--- config.mk ---
export PLATFORM = sky130hd
export DESIGN_NAME = lzgm_emit_flat
export DESIGN_NICKNAME = d
export VERILOG_FILES = /design/src/sv/lzgm_pkg.sv /design/src/sv/lzgm_if.sv /design/src/sv/lzgm_emit.sv /design/src/flat_wrapper.sv
export SDC_FILE = /design/constraint.sdc
export NUM_CORES = 1
export LEC_CHECK = 0
export ABC_AREA = 1
export BUFFER_PORTS_ARGS = -buffer_cell sky130_fd_sc_hd__buf_2
export CORE_ASPECT_RATIO = 1.75
export CORE_MARGIN = 2
export CORE_UTILIZATION = 50
export CTS_BUF_LIST = sky130_fd_sc_hd__clkbuf_8 sky130_fd_sc_hd__clkbuf_16
export DETAILED_ROUTE_END_ITERATION = 10
export PLACE_DENSITY = 0.8
export SETUP_SLACK_MARGIN = 0.15
export SYNTH_ARGS = -nofsm -noshare
export SYNTH_HDL_FRONTEND = slang
export SYNTH_SLANG_ARGS = --single-unit
--- constraint.sdc ---
create_clock -name clk -period 2.77 [get_ports clk]
set_input_delay 0.554 -clock clk [delete_from_list [all_inputs] [get_ports clk]]
set_output_delay 0.554 -clock clk [all_outputs]
set_load 0.01 [all_outputs]
--- src/sv/lzgm_pkg.sv ---
// Shared constants, command codes and the token group type of the LZ77 match finder.
package lzgm_pkg;

  localparam int TILE_DEPTH = 4096;
  localparam int DICT_DEPTH = 4096;
  localparam int MIN_MATCH  = 4;
  localparam int MAX_MATCH  = 255;

  localparam int CMD_W    = 2;
  localparam int BYTE_W   = 8;
  localparam int TOKEN_W  = 9;
  localparam int OFFSET_W = 16;

  localparam logic [CMD_W-1:0] CMD_CLEAR = 2'd0;
  localparam logic [CMD_W-1:0] CMD_DICT  = 2'd1;
  localparam logic [CMD_W-1:0] CMD_TILE  = 2'd2;
  localparam logic [CMD_W-1:0] CMD_PULL  = 2'd3;

  localparam logic [TOKEN_W-1:0] ESCAPE_TOKEN = 9'd256;

  // Outcome of one pull, handed from the search sequencer to the token emitter
  typedef struct packed {
    logic                is_match;
    logic                tile_done;
    logic [BYTE_W-1:0]   length;
    logic [OFFSET_W-1:0] offset;
    logic [BYTE_W-1:0]   literal;
  } group_t;

endpackage

--- src/sv/lzgm_if.sv ---


interface lzgm_tok_if;
  logic                          valid;
  logic                          ready;
  logic [lzgm_pkg::TOKEN_W-1:0]  token;
  logic                          group_last;
  logic                          tile_last;

  modport source (output valid, token, group_last, tile_last, input ready);
  modport sink   (input valid, token, group_last, tile_last, output ready);
endinterface

--- src/sv/lzgm_emit.sv ---
// Token emitter: serialises one literal or match group into the output register.
module lzgm_emit (
  input  logic             clk,
  input  logic             rst,
  input  lzgm_pkg::group_t grp,
  input  logic             grp_valid,
  output logic             grp_ready,
  lzgm_tok_if.source       result
);

  localparam logic [1:0] T_ESC  = 2'd0;
  localparam logic [1:0] T_OFFH = 2'd1;
  localparam logic [1:0] T_OFFL = 2'd2;
  localparam logic [1:0] T_LEN  = 2'd3;

  localparam int TW = lzgm_pkg::TOKEN_W;
  localparam int BW = lzgm_pkg::BYTE_W;

  lzgm_pkg::group_t g;
  logic             busy;
  logic [1:0]       cnt;
  logic             vld;
  logic [TW-1:0]    tok;
  logic             gl;
  logic             tl;
  logic             slot;
  logic             last;
  logic [TW-1:0]    tok_next;

  assign grp_ready         = !busy;
  assign slot              = !vld || result.ready;
  assign last              = !g.is_match || (cnt == T_LEN);
  assign result.valid      = vld;
  assign result.token      = tok;
  assign result.group_last = gl;
  assign result.tile_last  = tl;

  always_comb begin
    if (!g.is_match) begin
      tok_next = TW'(g.literal);
    end else begin
      unique case (cnt)
        T_ESC:   tok_next = lzgm_pkg::ESCAPE_TOKEN;
        T_OFFH:  tok_next = TW'(g.offset[2*BW-1:BW]);
        T_OFFL:  tok_next = TW'(g.offset[BW-1:0]);
        T_LEN:   tok_next = TW'(g.length);
        default: tok_next = lzgm_pkg::ESCAPE_TOKEN;
      endcase
    end
  end

  always_ff @(posedge clk) begin
    if (rst) begin
      busy <= 1'b0;
      vld  <= 1'b0;
    end else begin
      if (grp_valid && !busy) begin
        busy <= 1'b1;
        cnt  <= T_ESC;
        g    <= grp;
      end
      if (busy && slot) begin
        vld <= 1'b1;
        tok <= tok_next;
        gl  <= last;
        tl  <= last && g.tile_done;
        cnt <= cnt + 2'd1;
        if (last) begin
          busy <= 1'b0;
        end
      end else if (result.ready) begin
        vld <= 1'b0;
      end
    end
  end

endmodule
--- src/flat_wrapper.sv ---
// flat-port wrapper written by rule: the top's interface ports become plain ports
module lzgm_emit_flat 
  (clk, rst, grp, grp_valid, grp_ready, result_valid, result_token, result_group_last, result_tile_last, result_ready);
  lzgm_tok_if result_i ();
  input  logic clk;
  input  logic rst;
  input  lzgm_pkg::group_t grp;
  input  logic grp_valid;
  output logic grp_ready;
  output wire logic [$bits(result_i.valid)-1:0] result_valid;
  output wire logic [$bits(result_i.token)-1:0] result_token;
  output wire logic [$bits(result_i.group_last)-1:0] result_group_last;
  output wire logic [$bits(result_i.tile_last)-1:0] result_tile_last;
  input wire logic [$bits(result_i.ready)-1:0] result_ready;
  assign result_valid = result_i.valid;
  assign result_token = result_i.token;
  assign result_group_last = result_i.group_last;
  assign result_tile_last = result_i.tile_last;
  assign result_i.ready = result_ready;
  lzgm_emit u_core (.clk(clk), .rst(rst), .grp(grp), .grp_valid(grp_valid), .grp_ready(grp_ready), .result(result_i));
endmodule
; ---- After elaboration in Yosys (flattened, before gate mapping)
; Cells that the tools add are included.
[word_totals]
ff_bits = 49
input_bits = 38
out_inout_bits = 13
elab_cells = 40
[op_classes]
add_sub_neg = 1
n_eq_ne = 3
muxes = 9
bitwise = 1
reduce_logical = 14
[ops]
columns = op, count
row1 = 9-bit case mux with 4 select lines, 1
row2 = 8-bit two-way mux, 1
row3 = 2-bit AND reduction, 3
row4 = 1-bit two-way mux, 5
row5 = 2-bit equality test (second input constant), 2
row6 = 2-bit two-way mux, 2
row7 = 2-bit nonzero test, 2
row8 = 1-bit logical AND, 3
row9 = 1-bit logical NOT, 3
row10 = 2-bit by 1-bit adder with 2-bit output (second input constant), 1
row11 = 2-bit by 1-bit equality test with 1-bit output (second input constant), 1
row12 = 2-bit logical NOT, 1
row13 = 1-bit logical OR, 2
row14 = 1-bit NOT, 1

; ---- Depth between registers and ports, before layout
; Gate-level depths: netlist of the first run.
[logic_depth]
ltp_word = 5
depth_mapped = 7

; ---- Worst setup path after synthesis of the first run
; No wires, ideal clock.
[synth_path]
path_kind = in2reg
start = in grp_valid
end = reg u_core.g[0] (netlist bit), enable pin
t_arrival_ps = 2056
required_ps = 2345
slack_ps = 289
path_stages = 2
cell_sequence = nand2_1 nor2_1
[synth_between]
elab_chain_len = 2
[synth_lines]
columns = item, line
row1 = start: declaration, flat_wrapper.sv:8  ; input logic grp_valid;
row2 = 1-bit logical AND, lzgm_emit.sv:57  ; if (grp_valid && !busy) begin
row3 = 2-bit AND reduction (no source line), -
row4 = end signal: assignment, lzgm_emit.sv:60  ; g <= grp;
row5 = end: declaration, lzgm_emit.sv:19  ; lzgm_pkg::group_t g;
; Every way passes these cells.
; A chain may end at the register's enable or synchronous reset.

; ---- Worst setup path after layout of the first run
[layout_path]
start = in result_ready
end = reg u_core.tok[0] (netlist: u_core.result.token[0]), enable pin
[layout_between]
elab_chain_len = 3
[layout_lines]
columns = item, line
row1 = start: declaration, flat_wrapper.sv:14  ; input wire logic [$bits(result_i.ready)-1:0] result_ready;
row2 = 1-bit logical OR, lzgm_emit.sv:31  ; assign slot = !vld || result.ready;
row3 = 1-bit logical AND, lzgm_emit.sv:62  ; if (busy && slot) begin
row4 = 2-bit AND reduction (no source line), -
row5 = end signal: assignment, lzgm_emit.sv:64  ; tok <= tok_next;
row6 = end: declaration, lzgm_emit.sv:23  ; logic [TW-1:0] tok;
; Every way passes these cells.

==> results of run 1 <==
-- cells in the final DEF, fill, tap and decap left out --
cell                       Yosys  final
sky130_fd_sc_hd__nor2_1        6      5
sky130_fd_sc_hd__dfxtp_1       2      2
sky130_fd_sc_hd__edfxtp_1     47     47
sky130_fd_sc_hd__inv_2         2      2
sky130_fd_sc_hd__nor2_8        1      1
sky130_fd_sc_hd__a21oi_1       2      2
sky130_fd_sc_hd__nand3_1       9      9
sky130_fd_sc_hd__buf_4         0      1
sky130_fd_sc_hd__buf_2         2     50
sky130_fd_sc_hd__inv_1         7      8
sky130_fd_sc_hd__clkbuf_8      0      5
sky130_fd_sc_hd__clkinv_2      0      2
sky130_fd_sc_hd__a21boi_0      1      1
sky130_fd_sc_hd__ha_1          4      4
sky130_fd_sc_hd__nand2_1      54     54
sky130_fd_sc_hd__nor2_2        0      1
-- power groups by stage --
stage / registers [W] / logic (W) / clock network, W
after detailed placement: 0.000880 / 0.000108 / 0
after global placement: 0.000878 / 0.000104 / 0
final: 0.000863 / 0.000107 / 0.000383
after CTS: 0.000863 / 0.000108 / 0.000399
after global routing: 0.000866 / 0.000123 / 0.000423
after floorplan: 0.000882 / 0.0000571 / 0
-- path summary, 6_finish.rpt --
check / endpoint / slack (ns)
worst min-delay path: u_core.g[33]$_DFFE_PP_ / 0.43
worst max register to register: u_core.result.token[0]$_DFFE_PP_ / 1.27
worst max-delay path: u_core.result.token[0]$_DFFE_PP_ / 1.24
worst min register to register: u_core.result.token[6]$_DFFE_PP_ / 0.52
-- sequential cells by signal, indices dropped and copies added, names as in the netlist --
| signal | flops |
|---|---|
| u_core.result.valid | 1 |
| u_core.result.group_last | 1 |
| u_core.g | 34 |
| u_core.busy | 1 |
| u_core.cnt | 2 |
| u_core.result.token | 9 |
| u_core.result.tile_last | 1 |
-- Yosys cell counts --
library cell | number | area [sq um]
sky130_fd_sc_hd__a21boi_0 | 1 | 7.51
sky130_fd_sc_hd__a21oi_1 | 2 | 10.0
sky130_fd_sc_hd__buf_2 | 2 | 10.0
sky130_fd_sc_hd__buf_6 | 1 | 11.3
sky130_fd_sc_hd__dfxtp_1 | 2 | 40.0
sky130_fd_sc_hd__edfxtp_1 | 47 | 1410
sky130_fd_sc_hd__ha_1 | 4 | 50.1
sky130_fd_sc_hd__inv_1 | 7 | 26.3
sky130_fd_sc_hd__inv_2 | 2 | 7.51
sky130_fd_sc_hd__nand2_1 | 54 | 203
sky130_fd_sc_hd__nand3_1 | 9 | 45.0
sky130_fd_sc_hd__nor2_1 | 6 | 22.5
sky130_fd_sc_hd__nor2_8 | 1 | 20.0
-- layer usage --
metal,global-route usage [%],vias to the layer above,share of wire (%)
met2,25.1,47,55
met3,4.09,11,5.7
met1,16.1,512,36
li1,-,575,-
met5,0,-,0
met4,11.1,0,3.7
-- through the flow --
step	hold WS, ns	utilization [%]	power, W	instance area (sq um)
4_1_cts	0.419	62.5	0.00137	2240
6_report	0.431	62.5	0.00135	2240
3_3_place_gp	0.492	60.2	0.000982	2160
3_5_place_dp	0.510	60.2	0.000988	2160
2_1_floorplan	0.485	-	0.000939	1860
5_1_grt	0.413	62.5	0.00141	2240
-- worst max-delay path: stages --
cell and delay [ns]:
sky130_fd_sc_hd__buf_2 0.07, sky130_fd_sc_hd__inv_1 0.03, sky130_fd_sc_hd__nand2_1 0.08, sky130_fd_sc_hd__nand2_1 0.10
sky130_fd_sc_hd__nor2_1 0.62
-- kinds of logic (layout without fill, tap and decap cells) --
| family | after synthesis | after routing | synth area share, % |
|---|---|---|---|
| AO/OA/AOI/OAI | 3 | 3 | 0.940 |
| adder cells (fa/ha/maj) | 4 | 4 | 2.68 |
| buffers and inverters | 12 | 68 | 2.95 |
| flip-flops | 49 | 49 | 77.9 |
| AND/OR/NAND/NOR | 70 | 70 | 15.6 |
-- final cells by class --
| cell class | instances | area share [%] |
|---|---|---|
| Clock buffer | 5 | 3.07 |
| Clock inverter | 3 | 0.613 |
| Inverter | 9 | 1.51 |
| Multi-Input combinational cell | 77 | 16.1 |
| Sequential cell | 49 | 64.7 |
| Tap cell | 46 | 2.57 |
| Timing Repair Buffer | 51 | 11.5 |
==> summary by stage, run 1 <==
CTS
Clock tree synthesis found a total of 49 sinks. The later pin in the worst-skew pair is clocked with a latency of 0.29 ns. The number of hold-repair buffers added at the cts stage is 0.

Once the clock tree was built, the setup fixing pass inserted 0 buffers. The buffer cell driving the clock tree root is sky130_fd_sc_hd__clkbuf_8. The CTS H-tree depth is 2. The clock transition time at the flip-flop clock pins of the worst setup and hold paths is 0.08 ns. The number of gates given a new drive strength after cts is 0.

The longest clock path from root to sink contains 2 buffers. The number of clock buffers added by TritonCTS is 5. The clock tree from TritonCTS is done.

Floorplanning
The die is 84.8 microns tall. The core region area is 0.00359 sq mm. The x dimension of the die is 50.2 microns.

The initial utilization of the core area, before any placement, comes to 51.9%. The number of top-level pins is 51. The floorplan die area is 0.00425 sq mm.

The floorplan has 29 rows.

STA
The highest attainable clock frequency is 0.653 GHz. The share of the cycle needed by the critical path after routing is 55.3%. The worst clock skew is 0.00891 ns. Setup slack closes at 1.24 ns.

The max-slew violation count came to 0. Setup violations remaining at the end of the flow were counted as 0. Setup repair after global routing left no endpoint under its margin. The worst slew margin relative to its limit is 47.4%. The total negative setup slack is 0 ns. For the pin with the worst max-slew slack, the measured transition is 0.786 ns. Subtracting the final worst setup slack from the clock period gives 1.53 ns. The final number of hold-violating endpoints was 0.

Power
The clock network is responsible for 28.3% of the overall power. The internal power component is 0.00107 W. In this run switching power makes up 21.1% of total power. In this run the static leakage power is 0.959 nW. The share of total power dissipated in sequential elements is 63.8%. The power dissipated by switching net loads is 0.000286 W.

Of the total power, combinational logic draws 7.9%. In this run the power density over the cells is 603 mW/mm^2. The maximum ir drop on the vdd rail is 457 uV.

Worst hold path
The class of the worst hold path is primary input to flop. In this run the most critical hold path is launched from grp[33]. Counting instances, the worst hold path has a depth of 1.

Global routing
The number of global-route vias before repair is 1136. Across every metal layer, demand over resource in global routing totals 15.2%. For this run the aggregate overflow at the end of global routing stands at 0. The first global-routing pass estimated 4.65 mm of wire. The initial antenna violation count is 0. The largest net degree at the start of global routing is 35.

Final layout
The layout has 296 filler cells. The net count of the finished layout is 235. The sequential cell area is 0.00145 sq mm. The multi-input combinational cells in the finished layout cover a total of 360 sq um. The fraction of layout instances using a drive strength above 1 is 32.0%. The final standard cell count with taps included and fillers excluded is 240. The synthesis-to-layout area growth is 20.3%.

The total inserted antenna cells is 0.

Logic synthesis
The cell count after synthesis came out at 138. Counting flops and latches in the post-synthesis netlist gives 49. The total standard cell area after synthesis is 0.00186 sq mm. After synthesis, flip-flops and latches occupy 77.9% of the total area. The Yosys step of the flow raised 0 warnings. The post-synthesis cell type count is 13. Averaged over all synthesized cells, the footprint is 13.5 sq um. When the netlist entered floorplanning its net count stood at 180.

Critical path
The worst endpoint data arrival time is 1.46 ns. The worst register-to-register path begins at u_core.result.valid$_SDFFE_PP0P_. The sort of element at the end of the critical path is a flop. Along the worst path, the maximum fanout reaches 11.

The type of element launching the critical path is a primary input. The required time of the critical path is 2.70 ns. In this run the worst setup path begins at result_ready. The worst setup path is of the primary input to flop kind. The worst reg-to-reg path cell count is 3.

Route
The total number of vias is 1145. In this run the remaining antenna-violating nets after routing total 0. The count of TritonRoute iterations in the first routing pass is 4. In the routed design, unresolved DRC markers number 0. The final wirelength is 2.79 mm.

Using the TritonRoute via totals, the vias-per-cell ratio works out to 4.77. The first routing iteration left 22 violations. The routed wire length per instance is 11.6 microns.

Placed design
The wire-length estimate of the detail-placed layout is 2.18 mm. The count of buffers added on input and output ports is 50. Once placement completed, the tool counted placed cells totaling 232. Prior to clock tree synthesis, the placed netlist has a worst setup slack of 0.919 ns. At the end of routability-driven placement, the weighted congestion stood at 0.775.

Flow run
Across the run, the number of max-cap violations was 0.

Status
The flow ran to the end, and the final reports show no timing, DRC or antenna violations.
Note: power is estimated with default switching activity, not from simulation.
==> run 2: changes to the inputs <==
clock period = 1.5 ns   (was 2.77 ns; I/O delays follow)
==> run 2 against run 1 <==
Against the previous run: first-iteration DRC count up 95%; highest routed layer unchanged; global-route usage up 1.9 points; utilization up 1.9 points; largest cell class unchanged; largest power group unchanged; final cell count up 0.42%; count of clock-buffer cells in the layout unchanged; combinational power up 100%; worst hold slack worse by 0.27 ns.
==> summary by stage, run 2 (same netlist as run 1, synthesis figures left out) <==
Status
The run finished with clean final reports.

Global routing
The combined global-route utilization of all metal layers is 17.1% (+1.9 points). The global-route wire length before repair came to 5.27 mm (+13%). The largest net degree at the start of global routing is 34 (-2.9%). The initial antenna violation count is 0 (unchanged). The global route total overflow is 0 (unchanged). The number of global-route vias before repair is 1225 (+7.8%).

Route
The via count normalized by instance count came to 4.81 (+0.89%). The first-iteration detailed-routing DRC count was 43 (+95%). The count of TritonRoute iterations in the first routing pass came to 4 (unchanged). The DRC violation count after routing is 0 (unchanged).

The routed wire length per instance was 12.8 microns (+9.7%). The antenna violation net count after detailed routing is 0 (unchanged). The total number of vias came to 1160 (+1.3%).

The final wirelength is 3.08 mm (+10%).

STA
Setup repair after global routing could not meet its margin everywhere. The worst slew margin relative to its limit is 84.2% (+37 points). The final number of hold-violating endpoints is 0 (unchanged). The count of final setup violators is 0 (unchanged). For this run, the top clock speed supported by timing is 0.762 GHz. The actual transition at the worst max-transition pin came to 0.237 ns (-0.549 ns).

The share of the cycle needed by the critical path after routing is 87.4%. The worst clock skew is 0.0115 ns (+0.00256 ns). Counting I/O delays and the setup requirement, the final critical path takes 1.31 ns. The max-slew violation count is 0 (unchanged). The total negative setup slack is 0 ns (unchanged).

Power
The power per cell area came to 1160 mW/mm^2 (+93%). The fraction of power consumed by sequential logic was 59.4% (-4.4 points). The static power due to leakage was 0.972 nW (+1.4%). The clock share of power came to 32.6% (+4.3 points). The maximum ir drop on the vdd rail was 1040 uV (+130%).

The internal power component came to 0.00215 W (+100%). The fraction of power spent switching nets is 20.0% (-1.1 points). The combinational share of power is 8.0% (about the same). The post-route total power came to 0.00269 W (+99%). The power dissipated by switching net loads is 0.000537 W (+88%).

CTS
The clock insertion delay at the later pin of the skew report is 0.30 ns (about the same). The tree is rooted in a sky130_fd_sc_hd__clkbuf_8. The maximum count of clock buffers along a single path is 2 (unchanged). The number of hold-repair buffers added at the cts stage was 0 (unchanged). The number of clock sinks is 49 (unchanged). The clock transition time at the flip-flop clock pins of the worst setup and hold paths came to 0.09 ns (about the same). The TritonCTS buffer count was 5 (unchanged). The clock tree from TritonCTS is done. The CTS H-tree depth was 2 (unchanged).

Placed design
The half-perimeter wire length of the detailed placement result was 2.37 mm (+8.6%). The count of buffers from port buffering is 50 (unchanged). The final weighted congestion of routability-driven global placement is 0.795 (+2.6%).

Critical path
The worst endpoint data arrival time is 1.38 ns (-0.08 ns). The required time of the critical path was 1.57 ns (-1.13 ns). The sort of element at the end of the critical path is a flop. The worst setup path is of the flop to flop kind.

The type of element launching the critical path is a flop. The worst-path maximum fanout came to 8 (-3).

Floorplanning
The starting density of the core is 51.9% (unchanged). The number of standard-cell rows in the floorplan is 29 (unchanged). The core region area came to 0.00359 sq mm (unchanged). The number of top-level pins came to 51 (unchanged). The floorplan die area came to 0.00425 sq mm (unchanged). The die boundary height is 84.8 microns (unchanged).

The x dimension of the die was 50.2 microns (unchanged).

Final layout
The fraction of layout instances using a drive strength above 1 was 36.4% (+4.5 points). The flip-flop count of the largest register after layout came to 34 (unchanged). The register ranked first by flip-flop count is u_core.g. The total inserted antenna cells is 0 (unchanged). The number of nets at the end of the flow is 237 (+0.85%).

The library cells used most frequently in the layout, excluding fill and tap cells, are sky130_fd_sc_hd__nand2_1, sky130_fd_sc_hd__buf_2, sky130_fd_sc_hd__edfxtp_1. The share of the core filled with cells in the final layout is 64.3% (+1.9 points). The library cell used most frequently in the layout, excluding fill and tap cells, is sky130_fd_sc_hd__nand2_1. The synthesis-to-layout area growth is 24.0%.

Worst hold path
The class of the worst hold path is primary input to flop.

Flow run
The count of maximum capacitance violations is 0 (unchanged).
run 2: power groups by stage:
stage	logic, W	registers [W]	clock network, W
2_1_floorplan	0.000109	0.00163	0
3_3_place_gp	0.000199	0.00162	0
3_5_place_dp	0.000213	0.00163	0
4_1_cts	0.000215	0.00160	0.000892
5_1_grt	0.000244	0.00160	0.000952
6_report	0.000216	0.00160	0.000876
run 2: layer usage:
metal	track usage [%]	share of wire (%)	vias to the layer above
met1	16.2	33	520
met2	30.1	56	50
met3	3.74	6.3	14
met4	13.6	4.6	0
li1	-	-	576
met5	0	0	-
run 2: what timing repair did:
item / in CTS / in global routing
resized for setup: 2 / 1
endpoints found under the setup margin: 4 / 7
pin swaps: 0 / 0
setup buffers: 0 / 1
run 2: worst paths after layout:
kind / start / endpoint / slack, ns / depth (start not counted)
worst max-delay path: u_core.cnt[0]$_SDFFCE_PN0P_ / u_core.result.token[4]$_DFFE_PP_ / 0.19 / 6
worst min register to register: u_core.result.valid$_SDFFE_PP0P_ / u_core.result.valid$_SDFFE_PP0P_ / 0.52 / 2
worst min-delay path: grp[0] / u_core.g[0]$_DFFE_PP_ / 0.16 / 1
worst max register to register: u_core.cnt[0]$_SDFFCE_PN0P_ / u_core.result.token[4]$_DFFE_PP_ / 0.19 / 6
run 2: critical path, stage by stage, from the launching register on:
cell and delay (ns):
sky130_fd_sc_hd__edfxtp_1 0.43, sky130_fd_sc_hd__inv_1 0.10, sky130_fd_sc_hd__ha_2 0.25, sky130_fd_sc_hd__nand2_1 0.10, sky130_fd_sc_hd__nand3_1 0.09, sky130_fd_sc_hd__nand2_1 0.07
sky130_fd_sc_hd__nand2_1 0.05
run 2: cell type report:
class	instances	area, sq um
inverter	9	33.8
sequential	49	1450
multi-input combinational	77	378
timing repair buffer	53	285
clock inverter	2	35.0
fill	285	1280
clock buffer	5	68.8
tap	46	57.6
run 2: stage by stage:
| step | setup WS [ns] | hold slack, ns | instance area (sq um) | cells |
|---|---|---|---|---|
| global route | 0.120 | 0.156 | 2310 | 241 |
| CTS | 0.143 | 0.160 | 2300 | 240 |
| global placement | 0.240 | 0.477 | 2190 | 233 |
| finish | 0.188 | 0.165 | 2310 | 241 |
| floorplan | 0.0857 | 0.369 | 1880 | 138 |
| detailed placement | 0.127 | 0.478 | 2190 | 233 |
==> run 3: changes to the inputs <==
CORE_UTILIZATION = 35   (was 50)
PLACE_DENSITY = 0.6   (was 0.8)
==> run 3 against run 2 <==
Against the previous run: sequential power is essentially flat; critical endpoint is now u_core.result.token[7]$_DFFE_PP_; flip-flop and latch count is the same; worst setup slack better by 0.027 ns; via count down 4.2%.
==> summary by stage, run 3 (same netlist as run 1, synthesis figures left out) <==
Final layout
The fraction of layout instances using a drive strength above 1 is 35.4% (-1.0 points). The number of nets at the end of the flow came to 236 (-0.42%). The most common cell after layout, fill and taps aside is sky130_fd_sc_hd__nand2_1. More flip-flops sit in one register than any other, and that register is u_core.g. Relative to the synthesized area, the layout overhead comes to 24.3%. In the layout the commonest cells are sky130_fd_sc_hd__nand2_1, sky130_fd_sc_hd__buf_2, sky130_fd_sc_hd__edfxtp_1. The post-route standard cell area excluding fillers is 0.00232 sq mm (+0.27%). The flip-flop count of the largest register after layout is 34 (unchanged). The total inserted antenna cells was 0 (unchanged).

Global routing
The number of global-route vias before repair is 1077 (-12%). The global-route wire length before repair is 5.03 mm (-4.6%). The global route total overflow is 0 (unchanged). The combined global-route utilization of all metal layers came to 11.6% (-5.5 points). The initial antenna violation count was 0 (unchanged). The largest net degree at the start of global routing came to 35 (+2.9%).

Power
The maximum ir drop on the vdd rail is 824 uV (-21%). The post-route total power is 0.00270 W (+0.29%). The static power due to leakage is 0.971 nW (-0.20%). The power per cell area is 1160 mW/mm^2 (about the same).

Placed design
The final weighted congestion of routability-driven global placement came to 0.769 (-3.2%). The half-perimeter wire length of the detailed placement result is 2.37 mm (+0.17%). The count of buffers from port buffering is 50 (unchanged). The placement-stage cell area is 0.00220 sq mm (+0.51%).

STA
The share of the cycle needed by the critical path after routing came to 85.6% (-1.8 points). The actual transition at the worst max-transition pin is 0.254 ns (+0.0166 ns). The worst slew margin relative to its limit is 83.1% (-1.1 points).

The total negative setup slack is 0 ns (unchanged). The highest attainable clock frequency is 0.778 GHz (+2.1%). The count of final setup violators came to 0 (unchanged).

The clock period minus final worst setup slack was 1.28 ns (-0.0269 ns). The max-slew violation count is 0 (unchanged). The worst clock skew is 0.0114 ns (-0.000118 ns). The worst hold-check slack is 0.167 ns (+0.00282 ns). Setup repair after global routing left no endpoint under its margin. The final number of hold-violating endpoints is 0 (unchanged).

Floorplanning
The number of standard-cell rows in the floorplan was 35 (+21%). The starting density of the core was 35.8% (-16 points). The floorplan die area is 0.00595 sq mm (+40%).

The die boundary height came to 101 microns (+19%). The x dimension of the die came to 59.2 microns (+18%). The number of top-level pins is 51 (unchanged). The core region area is 0.00521 sq mm (+45%).

CTS
The clock tree from TritonCTS is done. The maximum count of clock buffers along a single path is 2 (unchanged). The root buffer cell chosen for the clock tree is sky130_fd_sc_hd__clkbuf_8. The number of hold-repair buffers added at the cts stage is 0 (unchanged). The TritonCTS buffer count is 5 (unchanged). The CTS H-tree depth was 2 (unchanged). The clock insertion delay at the later pin of the skew report was 0.30 ns (about the same). The clock transition time at the flip-flop clock pins of the worst setup and hold paths was 0.09 ns (about the same). The number of clock sinks is 49 (unchanged).

Critical path
STA classifies the critical path endpoint as a flop. The critical path goes through inv_1 -> ha_1 -> nor2_8 -> nand2_1 -> nand2_1. The required time of the critical path is 1.57 ns (about the same). The classification of the worst setup path is flop to flop. The worst-path maximum fanout is 8 (unchanged).

The slowest stage of the critical path is the sky130_fd_sc_hd__edfxtp_1 cell. The worst endpoint data arrival time is 1.35 ns (-0.03 ns). STA classifies the critical path startpoint as a flop. The delay of the slowest cell on the worst path was 0.44 ns (about the same). The cell class contributing the biggest share of worst-path delay is flip-flops.

The library cell appearing most often on the critical path is sky130_fd_sc_hd__nand2_1. The count of buffering cells on the critical path with inverters included is 1 (unchanged).

Worst hold path
The min-delay analysis places its worst path in the category primary input to flop.

Route
The final wirelength is 3.08 mm (+0.23%). The total number of vias came to 1111 (-4.2%). The antenna violation net count after detailed routing is 0 (unchanged). The routed wire length per instance is 12.3 microns (-3.4%). The via count normalized by instance count was 4.44 (-7.7%). The first-iteration detailed-routing DRC count is 21 (-51%). The DRC violation count after routing is 0 (unchanged).

The count of TritonRoute iterations in the first routing pass is 4 (unchanged).

Flow run
The count of maximum capacitance violations came to 0 (unchanged).

Status
The run finished with clean final reports.
-- run 3: cell types whose count changed in the layout (fill, tap and decap cells not counted), sizes merged --
cell and delta:
inv +1, buf -1
-- run 3: through the flow --
| stage | std cells | worst slack, ns | utilization (%) |
|---|---|---|---|
| 4_1_cts | 250 | 0.175 | 44.3 |
| 3_3_place_gp | 242 | 0.212 | 42.3 |
| 6_report | 250 | 0.215 | 44.5 |
| 3_5_place_dp | 242 | 0.175 | 42.3 |
| 2_1_floorplan | 138 | 0.0857 | - |
| 5_1_grt | 250 | 0.152 | 44.5 |
-- run 3: layer usage --
| layer | vias up | routed length, microns | GRT usage (%) |
|---|---|---|---|
| met5 | - | 0 | 0 |
| met4 | 0 | 74 | 5.77 |
| met3 | 5 | 161 | 2.95 |
| met2 | 34 | 1710 | 19.7 |
| met1 | 496 | 1130 | 13.2 |
| li1 | 576 | - | - |
-- run 3: final timing paths --
check / to / slack (ns) / cells after the start / from
setup reg to reg: u_core.result.token[7]$_DFFE_PP_ / 0.22 / 5 / u_core.cnt[0]$_SDFFCE_PN0P_
hold / removal: u_core.g[1]$_DFFE_PP_ / 0.17 / 1 / grp[1]
setup / recovery: u_core.result.token[7]$_DFFE_PP_ / 0.22 / 5 / u_core.cnt[0]$_SDFFCE_PN0P_
hold reg to reg: u_core.result.valid$_SDFFE_PP0P_ / 0.52 / 2 / u_core.busy$_SDFF_PP0_
-- run 3: power by group --
part | switching, W | internal, W
clock network | 0.000405 | 0.000485
logic | 0.000119 | 0.0000913
registers | 0.0000226 | 0.00157
total | 0.000546 | 0.00215
-- run 3: cell type report --
type,count,area [sq um]
Tap cell,55,68.8
Fill cell,476,2890
Multi-Input combinational cell,77,378
Clock inverter,3,37.5
Sequential cell,49,1450
Clock buffer,5,68.8
Inverter,9,33.8
Timing Repair Buffer,52,278
-- run 3: timing repair --
item,4_1_cts,5_1_grt
setup buffers,0,0
gates resized for setup,0,3
setup endpoints to repair,0,8
